`src/hw/rtl/mnrs_pkg.sv`:
```
// Package with the shared types, constants and register codes of the note repeat scheduler.
`default_nettype none
package mnrs_pkg;

  localparam int MAX_REPEATS_DEF       = 32;
  localparam int RING_DEPTH_DEF        = 1024;
  localparam int MAX_BLOCK_SAMPLES_DEF = 4096;

  localparam int CFG_DATA_W  = 20;
  localparam int CFG_INDEX_W = 3;

  localparam int DIV_NUM_W = 32;
  localparam int DIV_DEN_W = 17;
  localparam int DIV_CNT_W = $clog2(DIV_NUM_W);

  localparam logic [3:0] STAT_NOTE_ON  = 4'h9;
  localparam logic [3:0] STAT_NOTE_OFF = 4'h8;

  typedef enum logic [CFG_INDEX_W-1:0] {
    CFG_REPEAT_COUNT  = 3'd0,
    CFG_NOTE_LENGTH   = 3'd1,
    CFG_GATE_FRACTION = 3'd2,
    CFG_PITCH_STEP    = 3'd3,
    CFG_SKEW          = 3'd4,
    CFG_BLOCK_SAMPLES = 3'd5,
    CFG_RING_BLOCKS   = 3'd6
  } cfg_idx_t;

  typedef struct packed {
    logic                 start;
    logic [DIV_NUM_W-1:0] numer;
    logic [DIV_DEN_W-1:0] denom;
  } div_req_t;

  typedef struct packed {
    logic                 busy;
    logic                 done;
    logic [DIV_NUM_W-1:0] quot;
    logic [DIV_DEN_W-1:0] rem;
  } div_rsp_t;

endpackage
`default_nettype wire

```
`src/hw/rtl/mnrs_divider.sv`:
```
// Shared restoring divider that yields one quotient bit per cycle.
`default_nettype none
module mnrs_divider import mnrs_pkg::*; (
  input  wire logic     clk,
  input  wire logic     rst,
  input  wire div_req_t req,
  output div_rsp_t      rsp
);

  logic                 busy;
  logic                 done;
  logic [DIV_CNT_W-1:0] cnt;
  logic [DIV_DEN_W-1:0] acc;
  logic [DIV_NUM_W-1:0] quo;
  logic [DIV_DEN_W-1:0] den;
  logic [DIV_DEN_W:0]   shifted;
  logic [DIV_DEN_W:0]   diff;
  logic                 ge;

  always_comb begin
    shifted = {acc, quo[DIV_NUM_W-1]};
    diff    = shifted - {1'b0, den};
    ge      = shifted >= {1'b0, den};
  end

  always_ff @(posedge clk) begin
    if (rst) begin
      busy <= 1'b0;
      done <= 1'b0;
    end else begin
      done <= 1'b0;
      if (!busy && req.start) begin
        busy <= 1'b1;
        cnt  <= '0;
        acc  <= '0;
        quo  <= req.numer;
        den  <= req.denom;
      end else if (busy) begin
        acc <= ge ? diff[DIV_DEN_W-1:0] : shifted[DIV_DEN_W-1:0];
        quo <= {quo[DIV_NUM_W-2:0], ge};
        cnt <= cnt + 1'b1;
        if (cnt == DIV_CNT_W'(DIV_NUM_W - 1)) begin
          busy <= 1'b0;
          done <= 1'b1;
        end
      end
    end
  end

  assign rsp = '{busy: busy, done: done, quot: quo, rem: acc};

endmodule
`default_nettype wire

```
`config.mk`:
```
export PLATFORM = sky130hd
export DESIGN_NAME = mnrs_divider
export DESIGN_NICKNAME = d
export VERILOG_FILES = /design/src/hw/rtl/mnrs_pkg.sv /design/src/hw/rtl/mnrs_divider.sv
export SDC_FILE = /design/constraint.sdc
export NUM_CORES = 1
export LEC_CHECK = 0
export BUFFER_PORTS_ARGS = -buffer_cell sky130_fd_sc_hd__buf_2
export CAP_MARGIN = 20
export CORE_ASPECT_RATIO = 0.5
export CORE_MARGIN = 1
export CORE_UTILIZATION = 57
export CTS_CLUSTER_DIAMETER = 40
export DETAILED_ROUTE_END_ITERATION = 8
export GPL_ROUTABILITY_DRIVEN = 0
export HOLD_SLACK_MARGIN = 0.1
export PLACE_DENSITY = 0.85
export SLEW_MARGIN = 20
export SYNTH_ARGS = -nofsm -noshare
export SYNTH_HDL_FRONTEND = slang
export SYNTH_SLANG_ARGS = --single-unit
export TNS_END_PERCENT = 20
```
`constraint.sdc`:
```
create_clock -name clk -period 7.4 [get_ports clk]
set_input_delay 0.74 -clock clk [delete_from_list [all_inputs] [get_ports clk]]
set_output_delay 0.74 -clock clk [all_outputs]
set_load 0.1 [all_outputs]
```
## Word level (Yosys, flattened, before mapping)

Cells that the tools add are included.

| storage, ports and cells | value |
|---|---|
| input bits | 52 |
| output and inout port bits | 51 |
| logic and storage cells | 27 |
| register bits after elaboration | 73 |

| operators by class | value |
|---|---|
| reductions and logical operators | 6 |
| muxes and demuxes | 9 |
| bitwise operators | 2 |
| eq/ne operators | 1 |
| $add $sub $neg | 2 |
| magnitude comparators | 1 |

Operator list:

| operator | count |
|---|---|
| $mux 32 | 2 |
| $mux 17 | 2 |
| $ge 18x17->1 | 1 |
| $sub 17x17->17 | 1 |
| $add 5x1->5 const B | 1 |
| $eq 5x5->1 const B | 1 |
| $mux 5 | 1 |
| $mux 1 | 4 |
| $reduce_and 2->1 | 2 |
| $reduce_or 3->1 | 1 |
| $not 1->1 | 2 |
| $reduce_bool 2->1 | 1 |
| $logic_and 1x1->1 | 1 |
| $logic_not 1->1 | 1 |

## Longest topological paths before layout

Gate-level depths: netlist of the first run.

| depth | value |
|---|---|
| depth after elaboration | 4 |
| mapped depth | 11 |

## Least setup slack after synthesis of the first run

OpenSTA, ideal clock, no wires.

| timing | value |
|---|---|
| path type | input -> register |
| from | in req[49] (netlist bit) |
| to | reg acc[0], enable pin |
| arrival | 3075 ps |
| slack | 3858 ps |
| required time | 6932 ps |
| stages | 2 |
| library setup time | 468 ps |
| path buffers | 0 |
| cells stage by stage | nor2_1 nor2_1 |

| between the ends | value |
|---|---|
| cells in the longest elaborated chain, start to end | 3 |

Ends and longest elaborated chain:

| what | line | text |
|---|---|---|
| start: declaration | mnrs_divider.sv:6 | `input wire div_req_t req,` |
| $logic_and 1x1->1 | mnrs_divider.sv:32 | `if (!busy && req.start) begin` |
| $reduce_bool 2->1 (no line) | n/a |  |
| $reduce_and 2->1 (no line) | n/a |  |
| end signal: assignment | mnrs_divider.sv:39 | `acc <= ge ? diff[DIV_DEN_W-1:0] : shifted[DIV_DEN_W-1:0];` |
| end: declaration | mnrs_divider.sv:13 | `logic [DIV_DEN_W-1:0] acc;` |

Every way passes these cells.
A chain may end at the register's enable or synchronous reset.

## Final worst setup path of the first run

| timing | value |
|---|---|
| from | reg quo[31] |
| to | reg acc[11] (data pin) |

| between the ends | value |
|---|---|
| cells in the longest elaborated chain, start to end | 3 |
| elaborated cells on any way between the ends | 4 |
| classes of those cells | 1 x add/sub; 1 x order compare; 2 x mux |

Ends and longest elaborated chain:

| what | line | text |
|---|---|---|
| start: declaration | mnrs_divider.sv:14 | `logic [DIV_NUM_W-1:0] quo;` |
| start signal: assignment | mnrs_divider.sv:36 | `quo <= req.numer;` |
| start signal: assignment | mnrs_divider.sv:40 | `quo <= {quo[DIV_NUM_W-2:0], ge};` |
| $sub 17x17->17 or $ge 18x17->1 (tied branches) | mnrs_divider.sv:22, mnrs_divider.sv:23 |  |
| $mux 17 (*) | mnrs_divider.sv:39 |  |
| $mux 17 (*) | mnrs_divider.sv:38 | `end else if (busy) begin` |

Mark *: on every way between the ends. The rest lies on a longest branch, timed or not. The select of a mux whose other input is x is not followed.

==> flow_summary.json, run 1 <==
{
  "status": "complete, no violations",
  "fin_setup_tns_ps": 0,
  "max_freq_mhz": 326,
  "grt_pass1_wl_microns": 13100,
  "grt.busiest_layer": "met2",
  "min_period_ps": 3070,
  "timing.final.max_slew_violations": 0,
  "path_depth": 10,
  "drtAntennaViolNets": 0,
  "vdd_ir_drop_max_mv": 0.180,
  "synth_edf_count": 71,
  "rsz0062_at_grt": "false",
  "grt_max_degree": 56,
  "max_stage_delay_ps": 570,
  "clk_latency_ps": 340,
  "cts_max_level": 3,
  "crit_family": "compound AO/OA/AOI/OAI gates",
  "io_buffers": 102,
  "min_path_type": "reg -> reg",
  "p_sw_w": 0.000523,
  "core_area_sq_um": 6330,
  "drive_gt1_share_pct": 27.5,
  "grt_use_met2_pct": 40.5,
  "worstPathArrival_ps": 3130,
  "clockPowerShare_pct": 31.4,
  "clock-sinks": 73,
  "use_met1_pct": 30.1,
  "die-width_microns": 119,
  "path_clk_slew_ps": 60,
  "pin_count": 103,
  "synth_ff_type": "edfxtp_1",
  "ys_async_sr_fraction_pct": 0,
  "wl_per_cell_microns": 14.3,
  "powerDensity_nw_per_um2": 291,
  "synth_top_cell_by_area": "edfxtp_1",
  "stdcell_count": 575,
  "multi_input_area_sq_um": 1600,
  "hold_depth": 2,
  "grtUsageMet3_pct": 9.02,
  "grt_usage_pct": 24.5,
  "slowest_stage": "a221o_2",
  "initial_utilization_pct": 61.8,
  "power_leakage_nw": 2.16,
  "syn_area_per_cell_sq_um": 10.2,
  "cts-hold-fix-buffers": 0,
  "syn_to_final_growth_pct": 22.9,
  "dp_hpwl_microns": 5600,
  "dieArea_sq_um": 7220,
  "antenna_found_initial": 0,
  "cts_tree": "built",
  "clock_path_buffers": 2,
  "syn_area_sq_um": 3920,
  "cpMostUsedCell": "inv_1",
  "path_buf_inv": 2,
  "swShare_pct": 37.3,
  "n_fill_cell": 433,
  "drtIter0Drc": 245,
  "fin_skew_ps": 6.35,
  "finalCritPeriodShare_pct": 41.4,
  "dr.pass1.iters": 5,
  "r2r_cells": 10,
  "ys_seq_elements": 73,
  "tightestPinTransition_ps": 693,
  "maxCapViolations": 0,
  "avgViaCountPerCell": 5.35,
  "hold_violations": 0,
  "synth_top_cell_area_share_pct": 54.5,
  "worstPathMaxFanout": 24,
  "max-slew-margin-rel_pct": 53.8,
  "yosys_warnings": 0,
  "crit_type": "reg -> reg",
  "crit_required_ps": 7460,
  "pwr-share-seq_pct": 37.2,
  "syn_inst": 382,
  "cts_made_buffers": 9,
  "first_global_vias": 2955,
  "finalSetupViolations": 0,
  "cts_setup_buffers": 0,
  "die_h_microns": 60.6,
  "fin_nets": 554,
  "grt-ovfl-total": 0,
  "seqCellArea_sq_um": 2170,
  "vias": 3074,
  "cts-root-buf": "clkbuf_16",
  "ys_seq_area_share_pct": 55.5,
  "diodes": 0,
  "rows": 20,
  "drc_errors": 0,
  "path_cells": "inv_1 -> ha_1 -> inv_1 -> fa_1 -> a21o_1 -> a311o_1 -> o21bai_4 -> a221o_2 -> o21ai_0 -> a21oi_1",
  "wirelength_microns": 8210,
  "cts-resized-gates": 0,
  "power_frac_comb_pct": 31.4,
  "startpoint_type": "flip-flop",
  "end_kind": "flip-flop",
  "synth_nets": 454,
  "p_int_w": 0.000879,
  "synth.area.top_cells": "edfxtp_1 54%, nand2_1 12%, ha_1 6.1%, a21oi_1 3.7%, xnor2_1 3.1%",
  "dp.cells": 558,
  "ys_types": 45
}
-- cell type report --
class                   count  area share (%)
repair buffers            106            11.6
multi-input cells         273            33.2
clock inverters             7            1.59
clock buffers               9            4.68
inverters                  19            1.48
well taps                  88            2.29
flip-flops and latches     73            45.1
-- kinds of logic (layout without fill, tap and decap cells) --
kind of cell,count (synthesis),after routing,synth area share (%)
simple gates,167,167,17.7
buf+inv,36,141,4.09
fa+ha+maj,20,20,6.58
compound gates,71,71,12.8
flops,73,73,55.5
xor+xnor,15,15,3.36
-- Yosys cell counts (all sizes together), types with 4 or more instances --
| cell type | number |
|---|---|
| o21a | 4 |
| clkbuf | 11 |
| inv | 19 |
| nor2 | 19 |
| nand2 | 125 |
| a21oi | 29 |
| o21ai | 9 |
| edfxtp | 71 |
| a211oi | 8 |
| nand2b | 7 |
| xnor2 | 14 |
| buf | 6 |
| a21o | 4 |
| ha | 19 |
-- path summary, 6_finish.rpt --
check	to	slack, ps	from
setup / recovery	acc[11]	4330	quo[31]
hold / removal	done	530	busy
setup reg to reg	acc[11]	4330	quo[31]
hold reg to reg	done	530	busy
-- flip-flops by register name (all words and copies together), names as in the netlist --
register / flops
busy: 1
quo: 32
done: 1
den: 17
acc: 17
cnt: 5
-- power groups by stage --
stage	Clock [W]	Sequential, W	Combinational [W]
floorplan	0	0.000705	0.000186
global placement	0	0.000529	0.000426
detailed placement	0	0.000529	0.000436
CTS	0.000446	0.000521	0.000438
global route	0.000463	0.000525	0.000472
finish	0.000440	0.000521	0.000441
-- metal layers --
| metal | up-vias | wire length, microns |
|---|---|---|
| met4 | 0 | 102 |
| li1 | 1525 | - |
| met5 | - | 0 |
| met1 | 1421 | 3720 |
| met3 | 12 | 545 |
| met2 | 116 | 3840 |
-- through the flow --
stage | power, W | instance area [sq um] | util, % | hold WS [ps] | setup slack [ps]
2_1_floorplan | 0.000891 | 3920 | - | 458 | 3860
4_1_cts | 0.00141 | 4790 | 75.6 | 538 | 4330
3_3_place_gp | 0.000955 | 4480 | 70.8 | 513 | 4440
5_1_grt | 0.00146 | 4810 | 76.0 | 557 | 4140
6_report | 0.00140 | 4810 | 76.0 | 531 | 4330
3_5_place_dp | 0.000965 | 4480 | 70.8 | 528 | 4380
-- tightest hold or removal path, stage by stage (launching register included) --
cell and delay [ps]:
dfxtp_1 360, nand2_1 90, nor2_1 40
-- placed cells by master, fill, tap and decap left out, types with 2 or more instances in the layout --
cell | Yosys | layout
inv_6 | 0 | 3
buf_2 | 1 | 102
nor2_1 | 19 | 18
o211ai_1 | 2 | 2
clkbuf_16 | 0 | 9
and2_1 | 3 | 3
inv_1 | 19 | 19
nand4_1 | 2 | 2
a211oi_2 | 4 | 4
xnor2_1 | 14 | 14
ha_1 | 19 | 19
o21ai_0 | 8 | 8
nand2_1 | 125 | 125
nor3_1 | 2 | 2
dfxtp_1 | 2 | 2
nand2b_1 | 7 | 7
buf_4 | 2 | 3
nand3_1 | 3 | 3
o21a_1 | 4 | 4
a211oi_1 | 4 | 4
o22ai_1 | 2 | 2
edfxtp_1 | 71 | 71
a21oi_1 | 29 | 29
a31o_2 | 2 | 2
and3_1 | 3 | 3
a21o_1 | 4 | 4
Note: power is estimated with default switching activity, not from simulation.
==> inputs of run 2 (changes only) <==
CORE_UTILIZATION = 48   (was 57)
PLACE_DENSITY = 0.77   (was 0.85)
clock period = 2.5 ns   (was 7.4 ns; I/O delays follow)
==> flow_summary.json, run 2 (synthesis gave the netlist of run 1 again) <==
{
  "status": "finished with violations",
  "violations": "setup timing",
  "fin_nets": 622,
  "rsz0062_at_grt": "true",
  "path_clk_slew_ps": 60,
  "path_depth": 12,
  "end_kind": "flip-flop",
  "cts_tree": "built",
  "largest_reg_flops": 32,
  "wl_per_cell_microns": 14.5,
  "clk_latency_ps": 340,
  "drc_errors": 0,
  "final_common_cell": "nand2_1",
  "max_freq_mhz": 377,
  "power_frac_comb_pct": 34.9,
  "regMostFlops": "quo",
  "hold_violations": 0,
  "vdd_ir_drop_max_mv": 0.440,
  "crit_family": "compound AO/OA/AOI/OAI gates",
  "seqCellArea_sq_um": 2170,
  "fin_skew_ps": 5.13,
  "avgViaCountPerCell": 5.11,
  "dr.pass1.iters": 4,
  "p_sw_w": 0.00163,
  "drtAntennaViolNets": 0,
  "r2r_slack_ps": -160,
  "crit_type": "reg -> reg",
  "clockPowerShare_pct": 31.0,
  "pin_count": 103,
  "min_path_type": "in -> reg",
  "pwr-share-seq_pct": 34.0,
  "startpoint_type": "flip-flop",
  "cts_made_buffers": 9,
  "rows": 22,
  "clock-sinks": 73,
  "placed_area_sq_um": 4890,
  "wirelength_microns": 9630,
  "finalCritPeriodShare_pct": 106,
  "first_global_vias": 3295,
  "vias": 3389,
  "reg.largest.list": "quo x32, acc x17, den x17",
  "dp_hpwl_microns": 6400,
  "r2r_cells": 12,
  "die-width_microns": 130,
  "power_leakage_nw": 2.49,
  "die_h_microns": 65.9,
  "path_cells": "inv_1 -> ha_2 -> inv_2 -> fa_2 -> a21o_1 -> a311o_1 -> o21bai_4 -> buf_6 -> a221oi_4 -> buf_12 -> nand2_1 -> a21oi_1",
  "n_fill_cell": 561,
  "drive_gt1_share_pct": 35.9,
  "syn_to_final_growth_pct": 40.2,
  "grt_pass1_wl_microns": 15700,
  "grt-ovfl-total": 0,
  "antenna_found_initial": 0,
  "initial_utilization_pct": 51.5,
  "fin_ws_ps": -156,
  "fin_area_sq_um": 5490,
  "max_stage_delay_ps": 380,
  "endpoint": "acc[12]",
  "tightestPinTransition_ps": 673,
  "r2r_start": "quo[31]",
  "post-place-ws_ps": -310,
  "core_area_sq_um": 7600,
  "worstPathArrival_ps": 2850,
  "crit_start": "quo[31]",
  "cts_max_level": 3,
  "max-slew-margin-rel_pct": 55.1,
  "min_period_ps": 2660,
  "p_int_w": 0.00287,
  "swShare_pct": 36.2,
  "grt_max_degree": 37,
  "multi_input_area_sq_um": 1680,
  "final_cell_mix": "123 x nand2_1, 102 x buf_2, 71 x edfxtp_1",
  "finalSetupViolations": 18,
  "worstPathMaxFanout": 10,
  "diodes": 0,
  "io_buffers": 102,
  "r2r-end": "acc[12]",
  "dieArea_sq_um": 8540,
  "power.total_w": 0.00451,
  "maxCapViolations": 0,
  "cts-root-buf": "clkbuf_16",
  "crit_required_ps": 2690,
  "grt_usage_pct": 24.9,
  "clock_path_buffers": 2,
  "path_buf_inv": 4,
  "powerDensity_nw_per_um2": 821,
  "timing.final.max_slew_violations": 0,
  "drtIter0Drc": 269,
  "fin_setup_tns_ps": -2330,
  "slowest_stage": "edfxtp_1"
}
==> run 2: cell type report <==
type	instances	share of cell area, %
timing repair buffer	172	20.2
tap	108	2.46
inverter	19	1.30
multi-input combinational	275	30.6
clock inverter	6	1.66
sequential	73	39.6
clock buffer	10	4.17
==> run 2: worst min-delay path by stage <==
stage	from	end	slack, ps	cells after the start
CTS	rst	done	130	2
global route	rst	done	140	2
finish	rst	done	140	2
detailed placement	req[0]	den[0]	430	1
floorplan	rst	done	320	1
global placement	req[4]	den[4]	430	1
==> run 2: what timing repair did <==
| item | CTS | global route |
|---|---|---|
| endpoints found under the setup margin | 18 | 18 |
| buffers inserted | 3 | 0 |
| pin swaps | 10 | 4 |
| endpoints found under the hold margin | 17 | 0 |
| hold buffers | 17 | 0 |
| gates cloned | 2 | 0 |
| resized for setup | 9 | 9 |
==> run 2: metrics by stage <==
stage / hold WS, ps / instances / util, %
2_1_floorplan: 322 / 382 / -
3_3_place_gp: 426 / 625 / 64.4
5_1_grt: 143 / 663 / 72.2
6_report: 138 / 663 / 72.2
3_5_place_dp: 428 / 625 / 64.4
4_1_cts: 133 / 663 / 71.9
==> run 2: power by group through the flow <==
stage | Sequential (W) | Combinational (W) | Clock, W
finish | 0.00153 | 0.00157 | 0.00140
global route | 0.00154 | 0.00168 | 0.00147
CTS | 0.00153 | 0.00155 | 0.00142
detailed placement | 0.00156 | 0.00147 | 0
global placement | 0.00155 | 0.00144 | 0
floorplan | 0.00208 | 0.000553 | 0
==> run 2: layer usage <==
| layer | wire, microns | GRT usage, % | share of wire (%) |
|---|---|---|---|
| met1 | 4430 | 32.2 | 46 |
| met3 | 643 | 6.23 | 6.7 |
| met4 | 186 | 10.9 | 1.9 |
| met5 | 0 | 0 | 0 |
| met2 | 4370 | 40.0 | 45 |
